**src/sv/bpk_pkg.sv**
```systemverilog
// Bit packer package: word types, field widths and operation codes.
// No dependencies; imported by every module of the bit packer.
`timescale 1ns / 1ps
`default_nettype none

package bpk_pkg;

    localparam int CODE_W            = 32;
    localparam int LEN_IN_W          = 6;
    localparam int BYTE_W            = 8;
    localparam int PEND_W            = 7;
    localparam int CNT_W             = 3;
    localparam int MAX_CODE_BITS_DEF = 32;

    typedef enum logic {
        OP_WRITE = 1'b0,
        OP_FLUSH = 1'b1
    } t_op;

    typedef struct packed {
        t_op                 operation;
        logic [CODE_W-1:0]   code;
        logic [LEN_IN_W-1:0] length;
    } t_in_word;

    typedef struct packed {
        logic [BYTE_W-1:0] out_byte;
        logic              last;
    } t_out_word;

endpackage

`default_nettype wire

```
**src/sv/bpk_front.sv**
```systemverilog
// Bit packer front end: holds the pending bits, merges each input word
// and hands completed bytes to the queue. Depends on bpk_pkg.
`timescale 1ns / 1ps
`default_nettype none

module bpk_front #(
    parameter int MAX_CODE_BITS = 32,
    parameter int DATA_W        = 32,
    parameter int NBC_W         = 3
) (
    input  wire                   i_clk,
    input  wire                   i_rst_n,
    input  wire                   i_valid,
    input  bpk_pkg::t_in_word     i_word,
    input  wire                   i_full,
    output logic                  o_push,
    output logic [DATA_W-1:0]     o_data,
    output logic [NBC_W-1:0]      o_nbytes
);
    import bpk_pkg::*;

    localparam int ACC_W = MAX_CODE_BITS + PEND_W;
    localparam int LEN_W = $clog2(MAX_CODE_BITS + 1);
    localparam int TOT_W = $clog2(ACC_W + 1);

    logic [PEND_W-1:0] r_pend, n_pend;
    logic [CNT_W-1:0]  r_cnt, n_cnt;

    logic              accept;
    logic [LEN_W-1:0]  len_eff;
    logic [ACC_W-1:0]  code_m;
    logic [ACC_W-1:0]  acc;
    logic [ACC_W-1:0]  emitted;
    logic [TOT_W-1:0]  total;
    logic [CNT_W-1:0]  rem;
    logic [BYTE_W-1:0] flush_byte;

    assign accept = i_valid && !i_full;

    always_comb begin
        if (i_word.length > LEN_IN_W'(MAX_CODE_BITS)) begin
            len_eff = LEN_W'(MAX_CODE_BITS);
        end else begin
            len_eff = LEN_W'(i_word.length);
        end
        code_m     = ACC_W'(i_word.code) & ~({ACC_W{1'b1}} << len_eff);
        acc        = (ACC_W'(r_pend) << len_eff) | code_m;
        total      = TOT_W'(r_cnt) + TOT_W'(len_eff);
        rem        = total[CNT_W-1:0];
        emitted    = acc >> rem;
        flush_byte = BYTE_W'({1'b0, r_pend} << (4'd8 - {1'b0, r_cnt}));

        n_pend   = r_pend;
        n_cnt    = r_cnt;
        o_push   = 1'b0;
        o_data   = emitted[DATA_W-1:0];
        o_nbytes = NBC_W'(total >> CNT_W);
        if (accept) begin
            case (i_word.operation)
                OP_FLUSH: begin
                    o_push   = (r_cnt != '0);
                    o_data   = DATA_W'(flush_byte);
                    o_nbytes = NBC_W'(1);
                    n_pend   = '0;
                    n_cnt    = '0;
                end
                OP_WRITE: begin
                    o_push = (total >> CNT_W) != '0;
                    n_cnt  = rem;
                    n_pend = acc[PEND_W-1:0] & ~({PEND_W{1'b1}} << rem);
                end
                default: begin
                    o_push = 1'b0;
                end
            endcase
        end
    end

    always_ff @(posedge i_clk) begin
        if (!i_rst_n) begin
            r_pend <= '0;
            r_cnt  <= '0;
        end else begin
            r_pend <= n_pend;
            r_cnt  <= n_cnt;
        end
    end

endmodule

`default_nettype wire

```
**src/sv/bpk_queue.sv**
```systemverilog
// Bit packer job queue: two-entry register FIFO between front and back.
// Depends on bpk_pkg for shared conventions only.
`timescale 1ns / 1ps
`default_nettype none

module bpk_queue #(
    parameter int ENTRY_W = 35
) (
    input  wire                i_clk,
    input  wire                i_rst_n,
    input  wire                i_push,
    input  wire [ENTRY_W-1:0]  i_entry,
    output logic               o_full,
    input  wire                i_pop,
    output logic               o_valid,
    output logic [ENTRY_W-1:0] o_entry
);
    import bpk_pkg::*;

    logic [ENTRY_W-1:0] r_mem [2];
    logic               r_wr, r_rd;
    logic [1:0]         r_fill;
    logic               do_push, do_pop;

    assign o_full  = (r_fill == 2'd2);
    assign o_valid = (r_fill != 2'd0);
    assign o_entry = r_mem[r_rd];
    assign do_push = i_push && !o_full;
    assign do_pop  = i_pop && o_valid;

    always_ff @(posedge i_clk) begin
        if (do_push) begin
            r_mem[r_wr] <= i_entry;
        end
    end

    always_ff @(posedge i_clk) begin
        if (!i_rst_n) begin
            r_wr   <= 1'b0;
            r_rd   <= 1'b0;
            r_fill <= 2'd0;
        end else begin
            if (do_push) begin
                r_wr <= !r_wr;
            end
            if (do_pop) begin
                r_rd <= !r_rd;
            end
            r_fill <= r_fill + {1'b0, do_push} - {1'b0, do_pop};
        end
    end

endmodule

`default_nettype wire

```
**src/sv/bpk_back.sv**
```systemverilog
// Bit packer back end: takes queued jobs and sends their bytes one per
// cycle through the output register while the output is not stalled. Depends on bpk_pkg.
`timescale 1ns / 1ps
`default_nettype none

module bpk_back #(
    parameter int NB    = 4,
    parameter int NBC_W = 3
) (
    input  wire                       i_clk,
    input  wire                       i_rst_n,
    input  wire                       i_q_valid,
    input  wire [NB*8+NBC_W-1:0]      i_q_entry,
    output logic                      o_pop,
    output logic                      o_valid,
    input  wire                       i_stall,
    output bpk_pkg::t_out_word        o_word
);
    import bpk_pkg::*;

    localparam int DATA_W = NB * BYTE_W;
    localparam int IDX_W  = (NB > 1) ? $clog2(NB) : 1;

    logic [DATA_W-1:0] r_data;
    logic [IDX_W-1:0]  r_idx;
    logic              r_busy;
    logic              r_ov;
    t_out_word         r_out;
    logic              adv;
    logic [NBC_W-1:0]  q_nb;

    assign adv     = !r_ov || !i_stall;
    assign q_nb    = i_q_entry[NBC_W-1:0];
    assign o_pop   = i_q_valid && (!r_busy || (adv && r_idx == '0));
    assign o_valid = r_ov;
    assign o_word  = r_out;

    always_ff @(posedge i_clk) begin
        if (o_pop) begin
            r_data <= i_q_entry[NBC_W +: DATA_W];
        end
        if (adv && r_busy) begin
            r_out.out_byte <= r_data[r_idx*BYTE_W +: BYTE_W];
            r_out.last     <= (r_idx == '0);
        end
    end

    always_ff @(posedge i_clk) begin
        if (!i_rst_n) begin
            r_busy <= 1'b0;
            r_ov   <= 1'b0;
            r_idx  <= '0;
        end else begin
            if (adv) begin
                r_ov <= r_busy;
                if (r_busy && r_idx != '0) begin
                    r_idx <= r_idx - IDX_W'(1);
                end
            end
            if (o_pop) begin
                r_busy <= 1'b1;
                r_idx  <= IDX_W'(q_nb - NBC_W'(1));
            end else if (adv && r_busy && r_idx == '0) begin
                r_busy <= 1'b0;
            end
        end
    end

endmodule

`default_nettype wire

```
**src/sv/msb_first_bit_packer_core.sv**
```systemverilog
// MSB-first bit packer top level: front end, job queue and byte back end.
// Depends on bpk_pkg, bpk_front, bpk_queue, bpk_back.
//
//  channel | direction | handshake                  | word
//  in      | input     | i_in_valid / o_in_stall    | t_in_word  (operation, code, length)
//  out     | output    | o_out_valid / i_out_stall  | t_out_word (out_byte, last)
//
// A write has the back end send each of its completed bytes in turn: up to
// (MAX_CODE_BITS + 7) / 8, four at the default. Flush: one byte or none.
// An accepted word's bytes pass through the queue, the back end's job register
// and its output register; the front takes a word each cycle while the two-entry queue has room.
// Synchronous reset clears pending bits, queue and output; no clearing pass.
`timescale 1ns / 1ps
`default_nettype none

module msb_first_bit_packer_core #(
    parameter int MAX_CODE_BITS = bpk_pkg::MAX_CODE_BITS_DEF
) (
    input  wire                 i_clk,
    input  wire                 i_rst_n,
    input  wire                 i_in_valid,
    output logic                o_in_stall,
    input  bpk_pkg::t_in_word   i_in_word,
    output logic                o_out_valid,
    input  wire                 i_out_stall,
    output bpk_pkg::t_out_word  o_out_word
);
    import bpk_pkg::*;

    localparam int NB      = (MAX_CODE_BITS + PEND_W) / BYTE_W;
    localparam int NBC_W   = $clog2(NB + 1);
    localparam int DATA_W  = NB * BYTE_W;
    localparam int ENTRY_W = DATA_W + NBC_W;

    logic               push, full, pop, q_valid;
    logic [DATA_W-1:0]  push_data;
    logic [NBC_W-1:0]   push_nb;
    logic [ENTRY_W-1:0] q_entry;

    assign o_in_stall = full;

    bpk_front #(
        .MAX_CODE_BITS (MAX_CODE_BITS),
        .DATA_W        (DATA_W),
        .NBC_W         (NBC_W)
    ) u_front (
        .i_clk    (i_clk),
        .i_rst_n  (i_rst_n),
        .i_valid  (i_in_valid),
        .i_word   (i_in_word),
        .i_full   (full),
        .o_push   (push),
        .o_data   (push_data),
        .o_nbytes (push_nb)
    );

    bpk_queue #(
        .ENTRY_W (ENTRY_W)
    ) u_queue (
        .i_clk   (i_clk),
        .i_rst_n (i_rst_n),
        .i_push  (push),
        .i_entry ({push_data, push_nb}),
        .o_full  (full),
        .i_pop   (pop),
        .o_valid (q_valid),
        .o_entry (q_entry)
    );

    bpk_back #(
        .NB    (NB),
        .NBC_W (NBC_W)
    ) u_back (
        .i_clk     (i_clk),
        .i_rst_n   (i_rst_n),
        .i_q_valid (q_valid),
        .i_q_entry (q_entry),
        .o_pop     (pop),
        .o_valid   (o_out_valid),
        .i_stall   (i_out_stall),
        .o_word    (o_out_word)
    );

endmodule

`default_nettype wire

```
**config.mk**
```make
export PLATFORM = sky130hd
export DESIGN_NAME = msb_first_bit_packer_core
export DESIGN_NICKNAME = d
export VERILOG_FILES = /design/src/sv/bpk_pkg.sv /design/src/sv/bpk_front.sv /design/src/sv/bpk_queue.sv /design/src/sv/bpk_back.sv /design/src/sv/msb_first_bit_packer_core.sv
export SDC_FILE = /design/constraint.sdc
export NUM_CORES = 1
export LEC_CHECK = 0
export BUFFER_PORTS_ARGS = -buffer_cell sky130_fd_sc_hd__buf_2
export CAP_MARGIN = 20
export CORE_MARGIN = 2
export CORE_UTILIZATION = 34
export CTS_BUF_LIST = sky130_fd_sc_hd__clkbuf_2
export DETAILED_ROUTE_END_ITERATION = 16
export PLACE_DENSITY = 0.48
export REMOVE_ABC_BUFFERS = 1
export SYNTH_ARGS = -nofsm -noshare
export SYNTH_HDL_FRONTEND = slang
export SYNTH_HIERARCHICAL = 1
export SYNTH_SLANG_ARGS = --single-unit
```
**constraint.sdc**
```tcl
create_clock -name i_clk -period 8.9 [get_ports i_clk]
set_input_delay 1.78 -clock i_clk [delete_from_list [all_inputs] [get_ports i_clk]]
set_output_delay 1.78 -clock i_clk [all_outputs]
set_load 0.005 [all_outputs]
```
Yosys cells after proc, flatten, opt, wreduce, memory -nomap -nowiden
Memories as Yosys holds them, arrays and structs flattened. A register that Yosys moved wholly into a read port is not among the register bits. Index checks and enable logic that the tools add are counted.

Flip-flop bits (word level): 59. Latch bits: 0. Bits in writable memories: 70. Memory bits (read-only): 0. Bits of input ports: 43. Output and inout bits: 11. Word-level logic and storage cells: 75. Memories kept: 1.

Memories: u_queue.r_mem (depth 2, bits a word 35, rd ports 1, clocked after Yosys merged registers in 1, write ports 1, RTL line bpk_queue.sv:20) `logic [ENTRY_W-1:0] r_mem [2];`.

Add/sub/neg operators: 6. $mul: 0. Divide/modulo/power cells: 0. $lt $le $gt $ge: 1. Equal/unequal tests: 1. Shifts and indexed selects: 6. Multiplexer cells: 18. Bitwise gates (word level): 6. Reductions and logical operators: 25.

Operator list (number): 32-bit 2-to-1 mux (2); 32-bit by 39-bit bitwise AND with 39-bit output (1); 39-bit inverter (1); 39-bit OR (1); 39-bit by 6-bit << shifter with 39-bit output, first input constant (1); 7-bit by 6-bit << shifter with 39-bit output (1); 39-bit by 3-bit right shift with 32-bit output (1); 32-bit by 6-bit indexed part select with 8-bit output (1); 7-bit one-hot mux with 2 select lines (1); 2-bit nonzero test (5); 1-bit logical AND (8); 7-bit by 4-bit << shifter with 8-bit output (1); 7-bit bitwise AND (1); 1-bit 2-to-1 mux (7); 7-bit inverter (1); 7-bit by 3-bit << shifter with 7-bit output, first input constant (1); 3-bit by 6-bit adder with 6-bit output (1); 6-bit greater-than comparator, second input constant (1); 1-bit logical NOT (6); 2-bit 2-to-1 mux (3); 3-bit 2-to-1 mux (2); 6-bit 2-to-1 mux (1); 3-bit one-hot mux with 2 select lines (1); 6-bit nonzero test (1); 11 further kinds (13).

Longest topological paths before layout
Word-level depth: 9. Gate-level depth with buffers: 18. Depth with buffers taken out: 15.

Cells and area by module
The synthesis kept the hierarchy.

By module, submodules not included: bpk_front (times used 1, cells each 551, area each 3823.7 sq um, sequential area each 200.2 sq um); bpk_queue (times used 1, cells each 135, area each 2914.0 sq um, sequential area each 2202.1 sq um); bpk_back (times used 1, cells each 73, area each 1650.3 sq um, sequential area each 1311.3 sq um).

Worst setup path before layout
Ideal clock, no wire load.

Path kind: input to register. From: input i_in_word[5] (netlist bit). To: memory u_queue.r_mem[0][0], enable pin. Library setup time: 427 ps. Data arrival time: 4923 ps. Required time: 8473 ps. Slack: 3550 ps. Stages: 12. Buffers on the path: 5. Cells stage by stage: buf_4 buf_6 buf_2 buf_2 buf_2 o21ai_0 a22o_1 nand3b_1 o21ai_1 a31oi_1 nand2_1 nor2_1.

Cells in the longest elaborated chain, start to end: 9.

RTL lines: start, declared (RTL line msb_first_bit_packer_core.sv:23) `input bpk_pkg::t_in_word i_in_word,`; 6-bit greater-than comparator (RTL line bpk_front.sv:41) `if (i_word.length > LEN_IN_W'(MAX_CODE_BITS)) begin`; 6-bit 2-to-1 mux (*) (RTL line bpk_front.sv:41); 3-bit by 6-bit adder with 6-bit output (*) (RTL line bpk_front.sv:48) `total = TOT_W'(r_cnt) + TOT_W'(len_eff);`; 6-bit nonzero test (*) (RTL line bpk_front.sv:68) `o_push = (total >> CNT_W) != '0;`; 1-bit one-hot mux with 2 select lines (*) (RTL line bpk_front.sv:59) `case (i_word.operation)`; 1-bit 2-to-1 mux (*) (RTL line bpk_front.sv:58) `if (accept) begin`; net push (RTL line msb_first_bit_packer_core.sv:35) `logic push, full, pop, q_valid;`; 1-bit logical AND (*) (RTL line bpk_queue.sv:28) `assign do_push = i_push && !o_full;`; 1-bit 2-to-1 mux (*) (RTL line bpk_queue.sv:32) `if (do_push) begin`; 1-bit 2-to-1 mux (not written as such) (*) (RTL line bpk_queue.sv:33) `r_mem[r_wr] <= i_entry;`; end, declared (RTL line bpk_queue.sv:20).

Mark *: on every way through the listed nets, which the timed path passes. The rest lies on a longest branch.

Worst setup path in the final report
From: input i_in_word[0] (netlist bit). To: memory u_queue.r_mem[0][5], data pin.

Cells in the longest elaborated chain, start to end: 9. Elaborated cells between the ends (all ways): 11. Classes of those cells: add/sub (1); order compare (1); shift (3); mux (3); bitwise (3).

RTL lines: 6-bit greater-than comparator (RTL line bpk_front.sv:41); 6-bit 2-to-1 mux (*) (RTL line bpk_front.sv:41); 39-bit by 6-bit << shifter with 39-bit output (RTL line bpk_front.sv:46) `code_m = ACC_W'(i_word.code) & ~({ACC_W{1'b1}} << len_eff);`; 39-bit inverter (RTL line bpk_front.sv:46); 32-bit by 39-bit bitwise AND with 39-bit output (RTL line bpk_front.sv:46); 39-bit OR (RTL line bpk_front.sv:47) `acc = (ACC_W'(r_pend) << len_eff) | code_m;`; 39-bit by 3-bit right shift with 32-bit output (*) (RTL line bpk_front.sv:50) `emitted = acc >> rem;`; 32-bit 2-to-1 mux (RTL line bpk_front.sv:59); 32-bit 2-to-1 mux (*) (RTL line bpk_front.sv:58); net push_data[2] (RTL line msb_first_bit_packer_core.sv:36) `logic [DATA_W-1:0] push_data;`.

Marked as above.

==> summary.txt <==
Outcome
  • Status: complete, no violations

Clock tree
  • CTS buffer count: 17
  • Clock tree from TritonCTS: built
  • Reg clk slew, reported paths: about 0.16 ns
  • Postcts setup bufs: 0
  • Root Buffer: clkbuf_2
  • H-tree depth: 4
  • Max clock buf depth: 2
  • Clock sink count: 128
  • Skew-Pair Late Insertion Delay: 0.68 ns
  • Post-cts resize count: 0
  • CTS Hold Bufs: 0

Floorplanning
  • Ports: 54
  • Total core area: 0.0242 mm²
  • Initial Util: about 34%
  • Die width: 160 µm
  • Die Area: 0.0257 mm²
  • Num rows: 57
  • Chip Height: 160 µm

Logic synthesis
  • Yosys warns: 6
  • Synth Instances: 754
  • Mapped cell area: 0.00831 mm²
  • Avg Inst Size Synth: 11.0 µm²

Worst setup path
  • Arr. time, crit path: between 5 and 6 ns
  • Crit path max fanout: 34
  • Kind of critical path: input port to register
  • Crit start category: input port
  • FF-to-FF path depth: 9
  • CP endpoint kind: register
  • Data required time of the critical path: 9.34 ns

Power and ir drop
  • Flop pwr share: 47.8%
  • LEAKAGE: 3.16 nW
  • Comb pwr share: 33.0%
  • Switching component of the power: 0.000642 W
  • Clock power frac: 19.3%
  • Max VDD drop: around 0.000078 V
  • Internal power: 0.00138 W
  • Sw frac: 31.8%
  • PwrDens: 225 mW/mm²

Detailed routing
  • Via-per-instance ratio: 5.81
  • DR WL/cell: 22.1 µm
  • Vias: between 6000 and 7000
  • Initial DRC Count: about 600
  • Residual DRC count: 0
  • Routed WL: 24.4 mm
  • Remaining antenna violation count: 0
  • DRT Pass-1 Iters: 6

Placement
  • RePlAce Congestion: around 0.94
  • Detailed placer's ending HPWL: approximately 18 mm
  • Cell Area, Placed: 0.00866 mm²
  • Port bufs: 53
  • Pre-CTS setup slack: just under 3 ns

Timing
  • Final setup violation count: 0
  • PnR worst setup slack: 3.47 ns
  • Hold Violations, Final: 0
  • Fmax: 184 MHz
  • Max_slew headroom: 29.5%
  • Setup Skew: 0.0434 ns
  • Final TNS setup: 0 ns
  • Minimum hold slack: about 0.51 ns
  • Fin crit share: 61.0%
  • Final Max Tran Viols: 0
  • Post-layout min period: 5.43 ns
  • Unrepaired setup endpoints after global routing: false
  • Worst-margin pin slew: 1.06 ns

Global routing
  • First-pass GRT wire length: between 30 and 40 mm
  • Number of global-route vias before repair: around 6200
  • Initial antenna violation count: 1
  • Grt ovf: 0
  • Largest net degree at the start of global routing: 60
  • Tot GR Track Use: 19.0%

Layout
  • Post-layout instance area: between 0.008 and 0.009 mm²
  • Share of cells above drive strength 1: between 20% and 30%
  • Fillers: 2409
  • Layout area overhead: 7.77%
  • Nets: between 800 and 900

Hold path
  • Hold Path Class: register to register
  • Hold path depth: 2

Flow run
  • Max_cap viols: 0
## worst paths after layout
| kind | start | end | slack, ns |
|---|---|---|---|
| setup / recovery | i_in_word[0] | u_queue/r_mem[0][5]$_DFFE_PP_ | 3.47 |
| hold / removal | u_queue/r_wr$_SDFFE_PN0N_ | u_queue/r_wr$_SDFFE_PN0N_ | 0.51 |
| setup reg to reg | u_front/r_cnt[0]$_SDFFE_PN0P_ | u_queue/r_mem[0][5]$_DFFE_PP_ | 4.78 |
| hold reg to reg | u_queue/r_wr$_SDFFE_PN0N_ | u_queue/r_wr$_SDFFE_PN0N_ | 0.51 |
## power by group through the flow
stage               clock network, W  logic, W  registers (W)
floorplan                          0  0.000453       0.000976
global route                0.000426  0.000726       0.000986
CTS                         0.000403  0.000646       0.000994
global placement                   0  0.000631        0.00100
finish                      0.000389  0.000666       0.000964
detailed placement                 0  0.000643        0.00101
## state kept, by name (all words and copies together), names as in the netlist, named ones only
signal          flops
u_back/o_word       9
u_queue/r_mem      68
u_front/r_cnt       3
u_back/r_idx        2
u_queue/r_fill      2
u_queue/r_rd        1
u_queue/r_wr        1
u_front/r_pend      7
u_back/o_valid      1
u_back/r_busy       1
u_back/r_data      32
## area by class of cell
cell class                      count  area (µm²)  share of cell area, %
Tap cell                          324         405                   4.53
Inverter                           20        75.1                  0.838
Multi-Input combinational cell    536        4210                   47.0
Clock buffer                       21         105                   1.17
Timing Repair Buffer               61         338                   3.77
Clock inverter                     11         163                   1.82
Sequential cell                   128        3650                   40.8
Antenna cell                        1        2.50                 0.0279
## metrics by stage
| stage | util [%] | total power [W] | std cells |
|---|---|---|---|
| finish | 37.0 | 0.00202 | 1102 |
| global route | 37.0 | 0.00214 | 1102 |
| CTS | 36.9 | 0.00204 | 1100 |
| detailed placement | 35.8 | 0.00165 | 1068 |
| global placement | 35.8 | 0.00163 | 1068 |
| floorplan | - | 0.00143 | 684 |
## cells in the final DEF (no fill, tap or decap), types with 8 or more instances in the layout
master	n
inv_1	17
nor2b_1	16
o22ai_1	18
mux2_4	31
nand2b_1	13
dfxtp_1	18
o31ai_1	9
a221o_1	8
o21ai_0	34
edfxtp_1	109
nor2_1	38
nor3_1	9
mux2_2	22
a22o_1	10
a32oi_1	9
buf_2	53
nand2_1	55
o21ai_1	12
o21a_1	8
nand3_1	12
a21oi_1	25
clkbuf_2	21
a211oi_1	8
mux2i_1	46
## per-layer routing
metal / vias up / GRT usage [%] / wire (µm) / share of wire [%]
met5: - / 0 / 0 / 0
met3: 29 / 2.87 / 1280 / 5.3
met4: 0 / 6.27 / 495 / 2.0
met1: 3180 / 25.8 / 10900 / 45
li1: 2949 / - / - / -
met2: 241 / 31.1 / 11700 / 48
## critical path, cell delays in order
cell and delay, ns:
buf_2 0.54, nor2b_1 0.54, ha_1 0.34, ha_2 0.22, nand2b_1 0.10, mux2_1 0.14
a2bb2oi_1 0.28, xnor2_1 0.44, nand2b_1 0.87, a211oi_1 0.14, a2111oi_2 0.45
Note: power is estimated with default switching activity, not from simulation.
